`src/rtl/cbb_pkg.sv`:
```
// shared types and constants for the colour blob bounding box unit
package cbb_pkg;

   localparam int NUM_COLORS  = 5;
   localparam int COORD_W     = 10;
   localparam int COUNT_W     = 21;
   localparam int COLOR_W     = 24;
   localparam int PIX_W       = 8;
   localparam int INDEX_W     = 3;
   localparam int CSR_INDEX_W = 3;

   // frame limits, coordinates at or above these never count
   localparam int MAX_COLS = 1024;
   localparam int MAX_ROWS = 1024;

   localparam logic [COUNT_W-1:0] COUNT_MAX       = 21'd1048576;
   localparam logic [COUNT_W-1:0] MIN_COUNT_RESET = 21'd50;

   // register indexes on the csr port
   localparam logic [CSR_INDEX_W-1:0] CSR_REF_COLOR_0 = 3'd0;
   localparam logic [CSR_INDEX_W-1:0] CSR_MIN_COUNT   = 3'd5;

   localparam logic [INDEX_W-1:0] LAST_INDEX = INDEX_W'(NUM_COLORS - 1);

   // entry 0 in the low bits
   localparam logic [NUM_COLORS-1:0][COLOR_W-1:0] REF_COLOR_RESET = {
      24'h9893C9, 24'h1DFF6B, 24'h3B70B1, 24'h4B554A, 24'hE10195
   };

   typedef struct packed {
      logic [COORD_W-1:0] min_col;
      logic [COORD_W-1:0] min_row;
      logic [COORD_W-1:0] max_col;
      logic [COORD_W-1:0] max_row;
      logic [COUNT_W-1:0] count;
   } cbb_track_type;

   localparam cbb_track_type TRACK_CLEAR = '{
      min_col: {COORD_W{1'b1}},
      min_row: {COORD_W{1'b1}},
      max_col: '0,
      max_row: '0,
      count:   '0
   };

endpackage

```
`src/rtl/color_blob_bounding_box_unit.sv`:
```
// top level of the colour blob bounding box unit
//
// one pixel word per clock comes in on req_*, with its column, row and a
// last-pixel mark; it is registered, compared against the five reference
// colours and folded into five trackers (match count saturating at 2^20,
// min/max column and row) once it leaves the input stage. the last pixel of a
// frame copies the updated trackers into a result buffer and clears them,
// so the next frame can stream in at once. the buffer then gives five
// result words on rsp_*, colour 0 first, the first one the cycle after the
// last pixel leaves the input stage, one word per cycle while rsp_ready is
// high; last_result marks colour 4. found is count > min_count and, when
// clear, the box fields read zero. pixels stream at one per clock without
// limit; the input stalls only when a frame's last pixel reaches the
// tracker stage while the previous frame's five words are still being
// taken (it may move on in the cycle the fifth word is taken). pixels with
// column >= MAX_COLS or row >= MAX_ROWS are not counted.
// the csr port is always ready: index 0..4 sets reference colour k as
// luma<<16 | cb<<8 | cr, index 5 sets min_count, other indexes are ignored;
// write it only while no frame is in flight.
module color_blob_bounding_box_unit
   import cbb_pkg::*;
(
   input  logic                   clock,
   input  logic                   reset,
   input  logic                   req_valid,
   output logic                   req_ready,
   input  logic [PIX_W-1:0]       req_luma,
   input  logic [PIX_W-1:0]       req_blue_diff,
   input  logic [PIX_W-1:0]       req_red_diff,
   input  logic [COORD_W-1:0]     req_column,
   input  logic [COORD_W-1:0]     req_row,
   input  logic                   req_last_pixel,
   output logic                   rsp_valid,
   input  logic                   rsp_ready,
   output logic [INDEX_W-1:0]     rsp_color_index,
   output logic                   rsp_found,
   output logic [COORD_W-1:0]     rsp_box_left,
   output logic [COORD_W-1:0]     rsp_box_top,
   output logic [COORD_W-1:0]     rsp_box_right,
   output logic [COORD_W-1:0]     rsp_box_bottom,
   output logic [COUNT_W-1:0]     rsp_pixel_count,
   output logic                   rsp_last_result,
   input  logic                   csr_valid,
   output logic                   csr_ready,
   input  logic [CSR_INDEX_W-1:0] csr_index,
   input  logic [COLOR_W-1:0]     csr_data
);

   // configuration registers
   logic [COLOR_W-1:0] ref_color_ff [NUM_COLORS];
   logic [COUNT_W-1:0] min_count_ff;

   // input stage
   logic                s1_valid_ff;
   logic                s1_valid_in;
   logic [COLOR_W-1:0]  s1_pixel_ff;
   logic [COORD_W-1:0]  s1_col_ff;
   logic [COORD_W-1:0]  s1_row_ff;
   logic                s1_last_ff;
   logic                s1_go;
   logic                s1_inside;
   logic                req_fire;

   logic                          buf_load_ready;
   logic [NUM_COLORS-1:0]         color_hit;
   cbb_track_type [NUM_COLORS-1:0] track_next;

   // csr port never stalls
   assign csr_ready = 1'b1;

   always_ff @(posedge clock) begin
      if (reset) begin
         for (int k = 0; k < NUM_COLORS; k++) begin
            ref_color_ff[k] <= REF_COLOR_RESET[k];
         end
         min_count_ff <= MIN_COUNT_RESET;
      end else if (csr_valid) begin
         case (csr_index)
            CSR_MIN_COUNT: begin
               min_count_ff <= csr_data[COUNT_W-1:0];
            end
            default: begin
               // colour indexes start at CSR_REF_COLOR_0, others dropped
               if (int'(csr_index - CSR_REF_COLOR_0) < NUM_COLORS) begin
                  ref_color_ff[csr_index - CSR_REF_COLOR_0] <= csr_data;
               end
            end
         endcase
      end
   end

   // a last pixel must wait until the result buffer can take a frame
   assign s1_go     = s1_valid_ff && (!s1_last_ff || buf_load_ready);
   assign req_ready = !s1_valid_ff || s1_go;
   assign req_fire  = req_valid && req_ready;

   always_comb begin
      s1_valid_in = s1_valid_ff;
      if (req_fire) begin
         s1_valid_in = 1'b1;
      end else if (s1_go) begin
         s1_valid_in = 1'b0;
      end
   end

   always_ff @(posedge clock) begin
      if (reset) begin
         s1_valid_ff <= 1'b0;
      end else begin
         s1_valid_ff <= s1_valid_in;
      end
   end

   // payload, no reset needed
   always_ff @(posedge clock) begin
      if (req_fire) begin
         s1_pixel_ff <= {req_luma, req_blue_diff, req_red_diff};
         s1_col_ff   <= req_column;
         s1_row_ff   <= req_row;
         s1_last_ff  <= req_last_pixel;
      end
   end

   assign s1_inside = (32'(s1_col_ff) < 32'(MAX_COLS)) &&
                      (32'(s1_row_ff) < 32'(MAX_ROWS));

   // one exact-match compare and one tracker per colour
   for (genvar g = 0; g < NUM_COLORS; g++) begin : g_color
      assign color_hit[g] = s1_inside && (s1_pixel_ff == ref_color_ff[g]);

      cbb_tracker u_tracker (
         .clock      (clock),
         .reset      (reset),
         .advance    (s1_go),
         .hit        (color_hit[g]),
         .clear      (s1_last_ff),
         .column     (s1_col_ff),
         .row        (s1_row_ff),
         .track_next (track_next[g])
      );
   end

   cbb_result_buf u_result_buf (
      .clock           (clock),
      .reset           (reset),
      .load            (s1_go && s1_last_ff),
      .load_data       (track_next),
      .min_count       (min_count_ff),
      .load_ready      (buf_load_ready),
      .rsp_valid       (rsp_valid),
      .rsp_ready       (rsp_ready),
      .rsp_color_index (rsp_color_index),
      .rsp_found       (rsp_found),
      .rsp_box_left    (rsp_box_left),
      .rsp_box_top     (rsp_box_top),
      .rsp_box_right   (rsp_box_right),
      .rsp_box_bottom  (rsp_box_bottom),
      .rsp_pixel_count (rsp_pixel_count),
      .rsp_last_result (rsp_last_result)
   );

   a_last_gives_results: assert property (@(posedge clock) disable iff (reset)
      s1_go && s1_last_ff |=> rsp_valid && rsp_color_index == '0)
      else $error("last pixel did not start the result words");

endmodule

```
`src/rtl/cbb_tracker.sv`:
```
// per-colour tracker: match count and bounding box of one reference colour
module cbb_tracker
   import cbb_pkg::*;
(
   input  logic               clock,
   input  logic               reset,
   input  logic               advance,
   input  logic               hit,
   input  logic               clear,
   input  logic [COORD_W-1:0] column,
   input  logic [COORD_W-1:0] row,
   output cbb_track_type      track_next
);

   cbb_track_type track_ff;
   cbb_track_type track_in;

   // state including the pixel now leaving the input stage
   always_comb begin
      track_next = track_ff;
      if (advance && hit) begin
         if (track_ff.count < COUNT_MAX) begin
            track_next.count = track_ff.count + 1'b1;
         end
         if (column < track_ff.min_col) begin
            track_next.min_col = column;
         end
         if (column > track_ff.max_col) begin
            track_next.max_col = column;
         end
         if (row < track_ff.min_row) begin
            track_next.min_row = row;
         end
         if (row > track_ff.max_row) begin
            track_next.max_row = row;
         end
      end
   end

   always_comb begin
      track_in = track_next;
      if (advance && clear) begin
         track_in = TRACK_CLEAR;
      end
   end

   always_ff @(posedge clock) begin
      if (reset) begin
         track_ff <= TRACK_CLEAR;
      end else begin
         track_ff <= track_in;
      end
   end

   a_count_bounded: assert property (@(posedge clock) disable iff (reset)
      track_ff.count <= COUNT_MAX)
      else $error("match count above saturation limit");

   a_clear_after_frame: assert property (@(posedge clock) disable iff (reset)
      advance && clear |=> track_ff.count == '0 && track_ff.max_col == '0)
      else $error("tracker not cleared after last pixel");

endmodule

```
`src/rtl/cbb_result_buf.sv`:
```
// result buffer: holds one frame's five results and hands them out in order
module cbb_result_buf
   import cbb_pkg::*;
(
   input  logic                                clock,
   input  logic                                reset,
   input  logic                                load,
   input  cbb_track_type [NUM_COLORS-1:0]      load_data,
   input  logic [COUNT_W-1:0]                  min_count,
   output logic                                load_ready,
   output logic                                rsp_valid,
   input  logic                                rsp_ready,
   output logic [INDEX_W-1:0]                  rsp_color_index,
   output logic                                rsp_found,
   output logic [COORD_W-1:0]                  rsp_box_left,
   output logic [COORD_W-1:0]                  rsp_box_top,
   output logic [COORD_W-1:0]                  rsp_box_right,
   output logic [COORD_W-1:0]                  rsp_box_bottom,
   output logic [COUNT_W-1:0]                  rsp_pixel_count,
   output logic                                rsp_last_result
);

   cbb_track_type        entries_ff [NUM_COLORS];
   logic                 busy_ff;
   logic                 busy_in;
   logic [INDEX_W-1:0]   idx_ff;
   logic [INDEX_W-1:0]   idx_in;
   logic                 rsp_fire;
   cbb_track_type        cur;

   assign rsp_fire = busy_ff && rsp_ready;

   always_comb begin
      busy_in = busy_ff;
      idx_in  = idx_ff;
      if (load) begin
         busy_in = 1'b1;
         idx_in  = '0;
      end else if (rsp_fire) begin
         if (idx_ff == LAST_INDEX) begin
            busy_in = 1'b0;
            idx_in  = '0;
         end else begin
            idx_in = idx_ff + 1'b1;
         end
      end
   end

   always_ff @(posedge clock) begin
      if (reset) begin
         busy_ff <= 1'b0;
         idx_ff  <= '0;
      end else begin
         busy_ff <= busy_in;
         idx_ff  <= idx_in;
      end
   end

   always_ff @(posedge clock) begin
      if (load) begin
         for (int k = 0; k < NUM_COLORS; k++) begin
            entries_ff[k] <= load_data[k];
         end
      end
   end

   assign cur = entries_ff[idx_ff];

   // empty, or the fifth word leaves this cycle
   assign load_ready      = !busy_ff || (rsp_fire && idx_ff == LAST_INDEX);
   assign rsp_valid       = busy_ff;
   assign rsp_color_index = idx_ff;
   assign rsp_found       = cur.count > min_count;
   assign rsp_box_left    = rsp_found ? cur.min_col : '0;
   assign rsp_box_top     = rsp_found ? cur.min_row : '0;
   assign rsp_box_right   = rsp_found ? cur.max_col : '0;
   assign rsp_box_bottom  = rsp_found ? cur.max_row : '0;
   assign rsp_pixel_count = cur.count;
   assign rsp_last_result = idx_ff == LAST_INDEX;

   a_no_load_while_busy: assert property (@(posedge clock) disable iff (reset)
      load |-> !busy_ff || (rsp_ready && idx_ff == LAST_INDEX))
      else $error("result buffer overwritten before drained");

   a_index_in_range: assert property (@(posedge clock) disable iff (reset)
      busy_ff |-> idx_ff <= LAST_INDEX)
      else $error("result index out of range");

endmodule
```
`config.mk`:
```
export PLATFORM = sky130hd
export DESIGN_NAME = color_blob_bounding_box_unit
export DESIGN_NICKNAME = d
export VERILOG_FILES = /design/src/rtl/cbb_pkg.sv /design/src/rtl/color_blob_bounding_box_unit.sv /design/src/rtl/cbb_tracker.sv /design/src/rtl/cbb_result_buf.sv
export SDC_FILE = /design/constraint.sdc
export NUM_CORES = 1
export LEC_CHECK = 0
export ABC_AREA = 1
export BUFFER_PORTS_ARGS = -buffer_cell sky130_fd_sc_hd__clkbuf_2
export CAP_MARGIN = 20
export CORE_AREA = 2 2 428 430
export DETAILED_ROUTE_END_ITERATION = 6
export DIE_AREA = 0 0 430 432
export GPL_TIMING_DRIVEN = 0
export SLEW_MARGIN = 20
export SYNTH_ARGS = -nofsm -noshare
export SYNTH_HDL_FRONTEND = slang
export SYNTH_SLANG_ARGS = --single-unit
```
`constraint.sdc`:
```
create_clock -name clock -period 14.6 [get_ports clock]
set_input_delay 1.46 -clock clock [delete_from_list [all_inputs] [get_ports clock]]
set_output_delay 1.46 -clock clock [all_outputs]
set_load 0.05 [all_outputs]
```
== Word level (Yosys, flattened, before mapping) ==
Memories as Yosys holds them, arrays and structs flattened. A register that Yosys moved wholly into a read port is not among the register bits.
Index checks and enable logic that the tools add are counted.

* Add/subtract/negate cells: 6
* Mux-type cells: 54
* Reduce and logical (&&, ||, !) cells: 23
* Magnitude comparators: 27
* Equal/unequal tests: 7

{| class="wikitable"
|+ Operator list
! cell !! number
|-
| two-way mux 61 bit || 5
|-
| two-way mux 10 bit || 24
|-
| == test 24 bit || 5
|-
| adder 21 x 1 -> 21 bit, second input constant || 5
|-
| less-than comparator 21 bit, second input constant || 5
|-
| two-way mux 21 bit || 5
|-
| greater-than comparator 10 bit || 10
|-
| less-than comparator 10 bit || 10
|-
| two-way mux 24 bit || 1
|-
| OR reduction 24 bit || 1
|-
| greater-than comparator 21 bit || 1
|-
| two-way mux 1 bit || 15
|-
| two-way mux 3 bit || 4
|-
| logical AND 1 bit || 10
|-
| == test 3 bit, second input constant || 2
|-
| nonzero test 2 bit || 3
|-
| AND reduction 2 bit || 2
|-
| adder 3 x 1 -> 3 bit, second input constant || 1
|-
| logical NOT 1 bit || 3
|-
| logical OR 1 bit || 3
|-
| less-than comparator 3 bit, second input constant || 1
|-
| OR reduction 2 bit || 1
|}

* Output and inout bits: 69
* Memories kept: 2
* Bits in writable memories: 425
* Flip-flop bits (word level): 376
* Input bits: 77
* Word-level logic and storage cells: 152

{| class="wikitable"
|+ Memory list
! name !! words !! width !! rd ports !! clocked after Yosys merged registers in !! wr ports !! line !! RTL
|-
| u_result_buf.entries_ff || 5 || 61 || 1 || 1 || 5 || cbb_result_buf.sv:23 || <nowiki>cbb_track_type entries_ff [NUM_COLORS];</nowiki>
|-
| ref_color_ff || 5 || 24 || 5 || 0 || 5 || color_blob_bounding_box_unit.sv:50 || <nowiki>logic [COLOR_W-1:0] ref_color_ff [NUM_COLORS];</nowiki>
|}

== Depth between registers and ports, before layout ==
* Depth in word-level cells: 8
* Depth in mapped cells: 18
* Depth with buffers taken out: 14

== Modules after synthesis ==
A second synthesis with hierarchy kept.

* Cells, all modules: 5056
* Area total of the unflattened synthesis: 41277.1 µm²

{| class="wikitable"
|+ By module, submodules not included
! module !! instances !! sequential area each (µm²) !! cells an instance !! area an instance (µm²)
|-
| cbb_tracker (g_color[0].u_tracker ...) || 4 || 1221.2 || 616 || 3993.8
|-
| cbb_result_buf || 1 || 9298.9 || 1058 || 12768.5
|-
| color_blob_bounding_box_unit || 1 || 5395.2 || 923 || 8550.7
|-
| cbb_tracker (g_color[4].u_tracker) || 1 || 1221.2 || 611 || 3982.6
|}

== Least setup slack after synthesis ==
OpenSTA, ideal clock, no wires.

* Kind: input to register
* Start point: input rsp_ready
* End point: memory u_result_buf.entries_ff[0][0] in the netlist's numbering (enable)
* Data arrival time: 7.826 ns
* Slack: 6.118 ns
* Required time: 13.945 ns
* Cell stages on the path: 6
* Buffers on the path: 0
* Library setup time: 0.655 ns
* Cell sequence: inv_1 -> o21ai_2 -> nor2_2 -> nor2_4 -> nand2_1 -> inv_1

{| class="wikitable"
|+ RTL lines
! item !! line !! RTL
|-
| start: declaration || color_blob_bounding_box_unit.sv:34 || <nowiki>input logic rsp_ready,</nowiki>
|-
| end: declaration || cbb_result_buf.sv:23 ||
|}

==> results by group <==
Outcome
  • Status: completed

Global route
  • First-pass GRT wire length: 223,000 um
  • Total grt overflow: 0
  • Antenna violations before repair: 1
  • Vias in the first global route: 37.5k
  • Gr usage total: 0.156
  • Largest net degree at the start of global routing: 105

Critical path
  • WS Path Type: flop to output pin
  • Critical R2R Launch: u_result_buf.rsp_color_index[0]
  • Worst-path cell chain: buf_2 > clkbuf_1 > clkbuf_1 > nor2_1 > nor2_1 > o21ai_0 > a31oi_1 > ha_1 > a21oi_1 > o21ai_0 > o211ai_1 > nand3_1 > nand2_1 > clkbuf_1 > nor2_1 > clkbuf_2
  • Crit Path Max Fanout: 10
  • Max incr delay on CP: 0.73 ns
  • CP max-delay cell: clkbuf_1
  • Worst path buffer plus inverter count: 5
  • Critical Path Source Type: flop
  • Family with the most delay on the worst path: buffers and inverters
  • Crit path required time: 13.14 ns
  • Worst Setup End Kind: output pin
  • Worst EP arrival: 5.90 ns

Clocking
  • Clk sinks: 804
  • Hold Buf Count CTS: 0
  • CTS tree: done
  • Clk pin slew, worst setup/hold paths: 0.07 ns
  • Total CTS buffers: 81
  • Post-CTS sizing: 0
  • Max Root-Sink Buffers: 3
  • Depth of the CTS H-tree: 3
  • Clock latency on the worst-skew pair: 0.70 ns
  • # Post-CTS Setup Buffers: 0
  • Clock Tree Root: clkbuf_16

Power and ir drop
  • Sw frac: 0.262
  • Logic gate share of total power: 0.088
  • Seq pwr share: 0.482
  • Static Leak: 0.0226 uW
  • Clock power share: 0.429
  • PwrDens: 100 nW/um2
  • VDD IR max: 0.0000835 V
  • Switch Pwr: 1360 uW
  • P_int: 3820 uW

Detailed routing
  • Drt wl/cell: 17.1 um
  • Via Count: 40.5k
  • Vias per cell: 4.63
  • Post-route ant nets: 0
  • Drt initial violations: 3,529
  • Total wire length: 149,000 um
  • Drt pass-1 iters: 6
  • DRC errors left: 0

Yosys
  • Synth cell types: 45
  • Seq cells post-synth: 804
  • Synthesis warning total: 0
  • Synth Instances: 6,047
  • Net count after synthesis: 6,342
  • Synthesized cell area: 45,100 um2
  • Syn avg cell area: 7.46 um2
  • Sequential area share after synthesis: 0.461

Placed design
  • Post-DP HPWL: 110,000 um
  • # port buffers: 144
  • Gpl congestion: 0.936

Timing
  • Slew @ Worst Pin: 1.17 ns
  • Rel. slew slack: 0.218
  • Fin crit share: 0.504
  • Fmax: 0.136 GHz
  • RSZ-0062 raised after global routing: no
  • Min cycle time layout: 7.36 ns
  • Hold Vio Cnt, Final: 0
  • TNS Setup: 0 ns
  • Clock Skews: 0.0349 ns
  • Slew Limit Fails: 0
  • Final setup viols: 0

Finish
  • ANT cells: 0
  • Share of cells above drive strength 1: 0.0789
  • Nets@finish: 6,577
  • Final core occ: 0.285
  • Area growth, synth to finish: 14.8%

Die
  • Core Area: 182,000 um2
  • Initial Utilization: 0.248
  • Rows: 157
  • I/O pin count: 146
  • Die Span X: 430 um
  • Die Span Y: 432 um
  • Die area: 186,000 um2

Flow run
  • Max-Cap Viols: 0

Worst hold path
  • Worst min path class: flop to flop
  • Hold Crit Start: min_count_ff[0]
[synthesized netlist by cell type, drive strengths merged]
master	instances	area, um2
o211ai	4	30.0
xor2	16	140
conb	1	3.75
clkinv	2	7.51
o22ai	2	12.5
xnor2	34	298
clkbuf	145	546
nor4	5	31.3
a32o	39	390
nor2	509	2020
mux2i	1	10.0
edfxtp	470	14100
and3	1	6.26
or2	2	12.5
a21o	23	173
nor3	14	70.1
nand2	2459	9360
ha	218	2730
inv	601	2260
buf	93	531
o21bai	11	82.6
o21a	8	60.1
or3	1	6.26
nand4	49	313
a31oi	20	125
a22oi	1	7.51
a21oi	327	1710
o21ai	257	1290
nand3	400	2060
dfxtp	334	6690
[kinds of logic after synthesis]
logic type	Yosys count	synth area share
other	1	0.0000832
adder cells (fa/ha/maj)	218	0.0605
buffers and inverters	841	0.0741
XOR/XNOR	50	0.00971
AO/OA/AOI/OAI	692	0.0860
flip-flops	804	0.461
AND/OR/NAND/NOR	3440	0.308
multiplexers	1	0.000222
[tightest hold or removal path, delay by kind of cell, from the launching register on]
| kind | cells | cell delay, ns |
|---|---|---|
| flip-flops | 1 | 0.32 |
| buffers and inverters | 1 | 0.05 |
| AO/OA/AOI/OAI | 1 | 0.05 |
[state kept, by name, indices dropped and copies added, names as in the netlist, named ones only]
signal                        cells
g_color.u_tracker.track_ff      305
u_result_buf.entries_ff         305
ref_color_ff                    120
s1_pixel_ff                      24
min_count_ff                     21
s1_col_ff                        10
s1_row_ff                        10
u_result_buf.rsp_color_index      3
s1_last_ff                        1
s1_valid_ff                       1
u_result_buf.rsp_valid            1
[final timing paths]
path                                     to  slack (ns)  depth (start not counted)
max reg2reg  u_result_buf.entries_ff[4][59]       10.97                         12
min reg2reg                 min_count_ff[0]        0.46                          2
max                       rsp_box_bottom[8]        7.24                         16
min                         min_count_ff[0]        0.46                          2
[stage by stage]
step                hold WS, ns  power, uW  instance area [um2]  worst slack, ns  cells
floorplan                 0.427       2830                45100             6.12   6047
global route              0.478       5340                51700             7.05   8734
finish                    0.456       5180                51700             7.24   8734
detailed placement        0.447       3000                49000             8.04   8582
CTS                       0.457       5210                51700             7.26   8732
global placement          0.443       3000                48800             2.38   8576
[final cells by class]
type	count	area [um2]
Multi-Input combinational cell	4402	21000
Sequential cell	804	20800
Tap cell	2385	2980
Fill cell	19233	130000
Buffer	238	1080
Clock buffer	119	2370
Timing Repair Buffer	152	900
Inverter	603	2280
Clock inverter	31	387
[layout by cell type, fill, tap and decap left out, types with 8 or more instances in the layout]
| master | instances |
|---|---|
| buf_4 | 14 |
| inv_1 | 575 |
| dfxtp_1 | 334 |
| a31oi_1 | 20 |
| inv_2 | 23 |
| a32o_1 | 39 |
| clkbuf_1 | 165 |
| buf_1 | 16 |
| nor3_1 | 14 |
| xor2_1 | 16 |
| a21oi_1 | 308 |
| clkbuf_16 | 84 |
| nand4_1 | 48 |
| edfxtp_1 | 470 |
| o21a_1 | 8 |
| a21o_1 | 23 |
| nand3_1 | 388 |
| ha_1 | 218 |
| nand2_1 | 2403 |
| a21oi_2 | 19 |
| clkbuf_8 | 14 |
| o21ai_0 | 255 |
| nand3_2 | 12 |
| nand2_2 | 56 |
| nor2_2 | 20 |
| nor2_1 | 482 |
| clkbuf_2 | 145 |
| o21bai_1 | 11 |
| buf_2 | 56 |
| xnor2_1 | 34 |
[power by group through the flow]
| stage | clock, uW | combinational [uW] | sequential, uW |
|---|---|---|---|
| final | 2230 | 458 | 2500 |
| after detailed placement | 0 | 452 | 2550 |
| after floorplan | 0 | 301 | 2530 |
| after CTS | 2260 | 454 | 2500 |
| after global routing | 2330 | 505 | 2500 |
| after global placement | 0 | 438 | 2560 |
[layer usage]
layer  global-route usage  vias up  wire length (um)
met5                    0        -                13
met4               0.0802        2              7790
li1                     -    20024                 -
met1                0.199    18903             62500
met2                0.262     1252             69800
met3               0.0151      275              8920
Power figures use the tool's default switching activity.
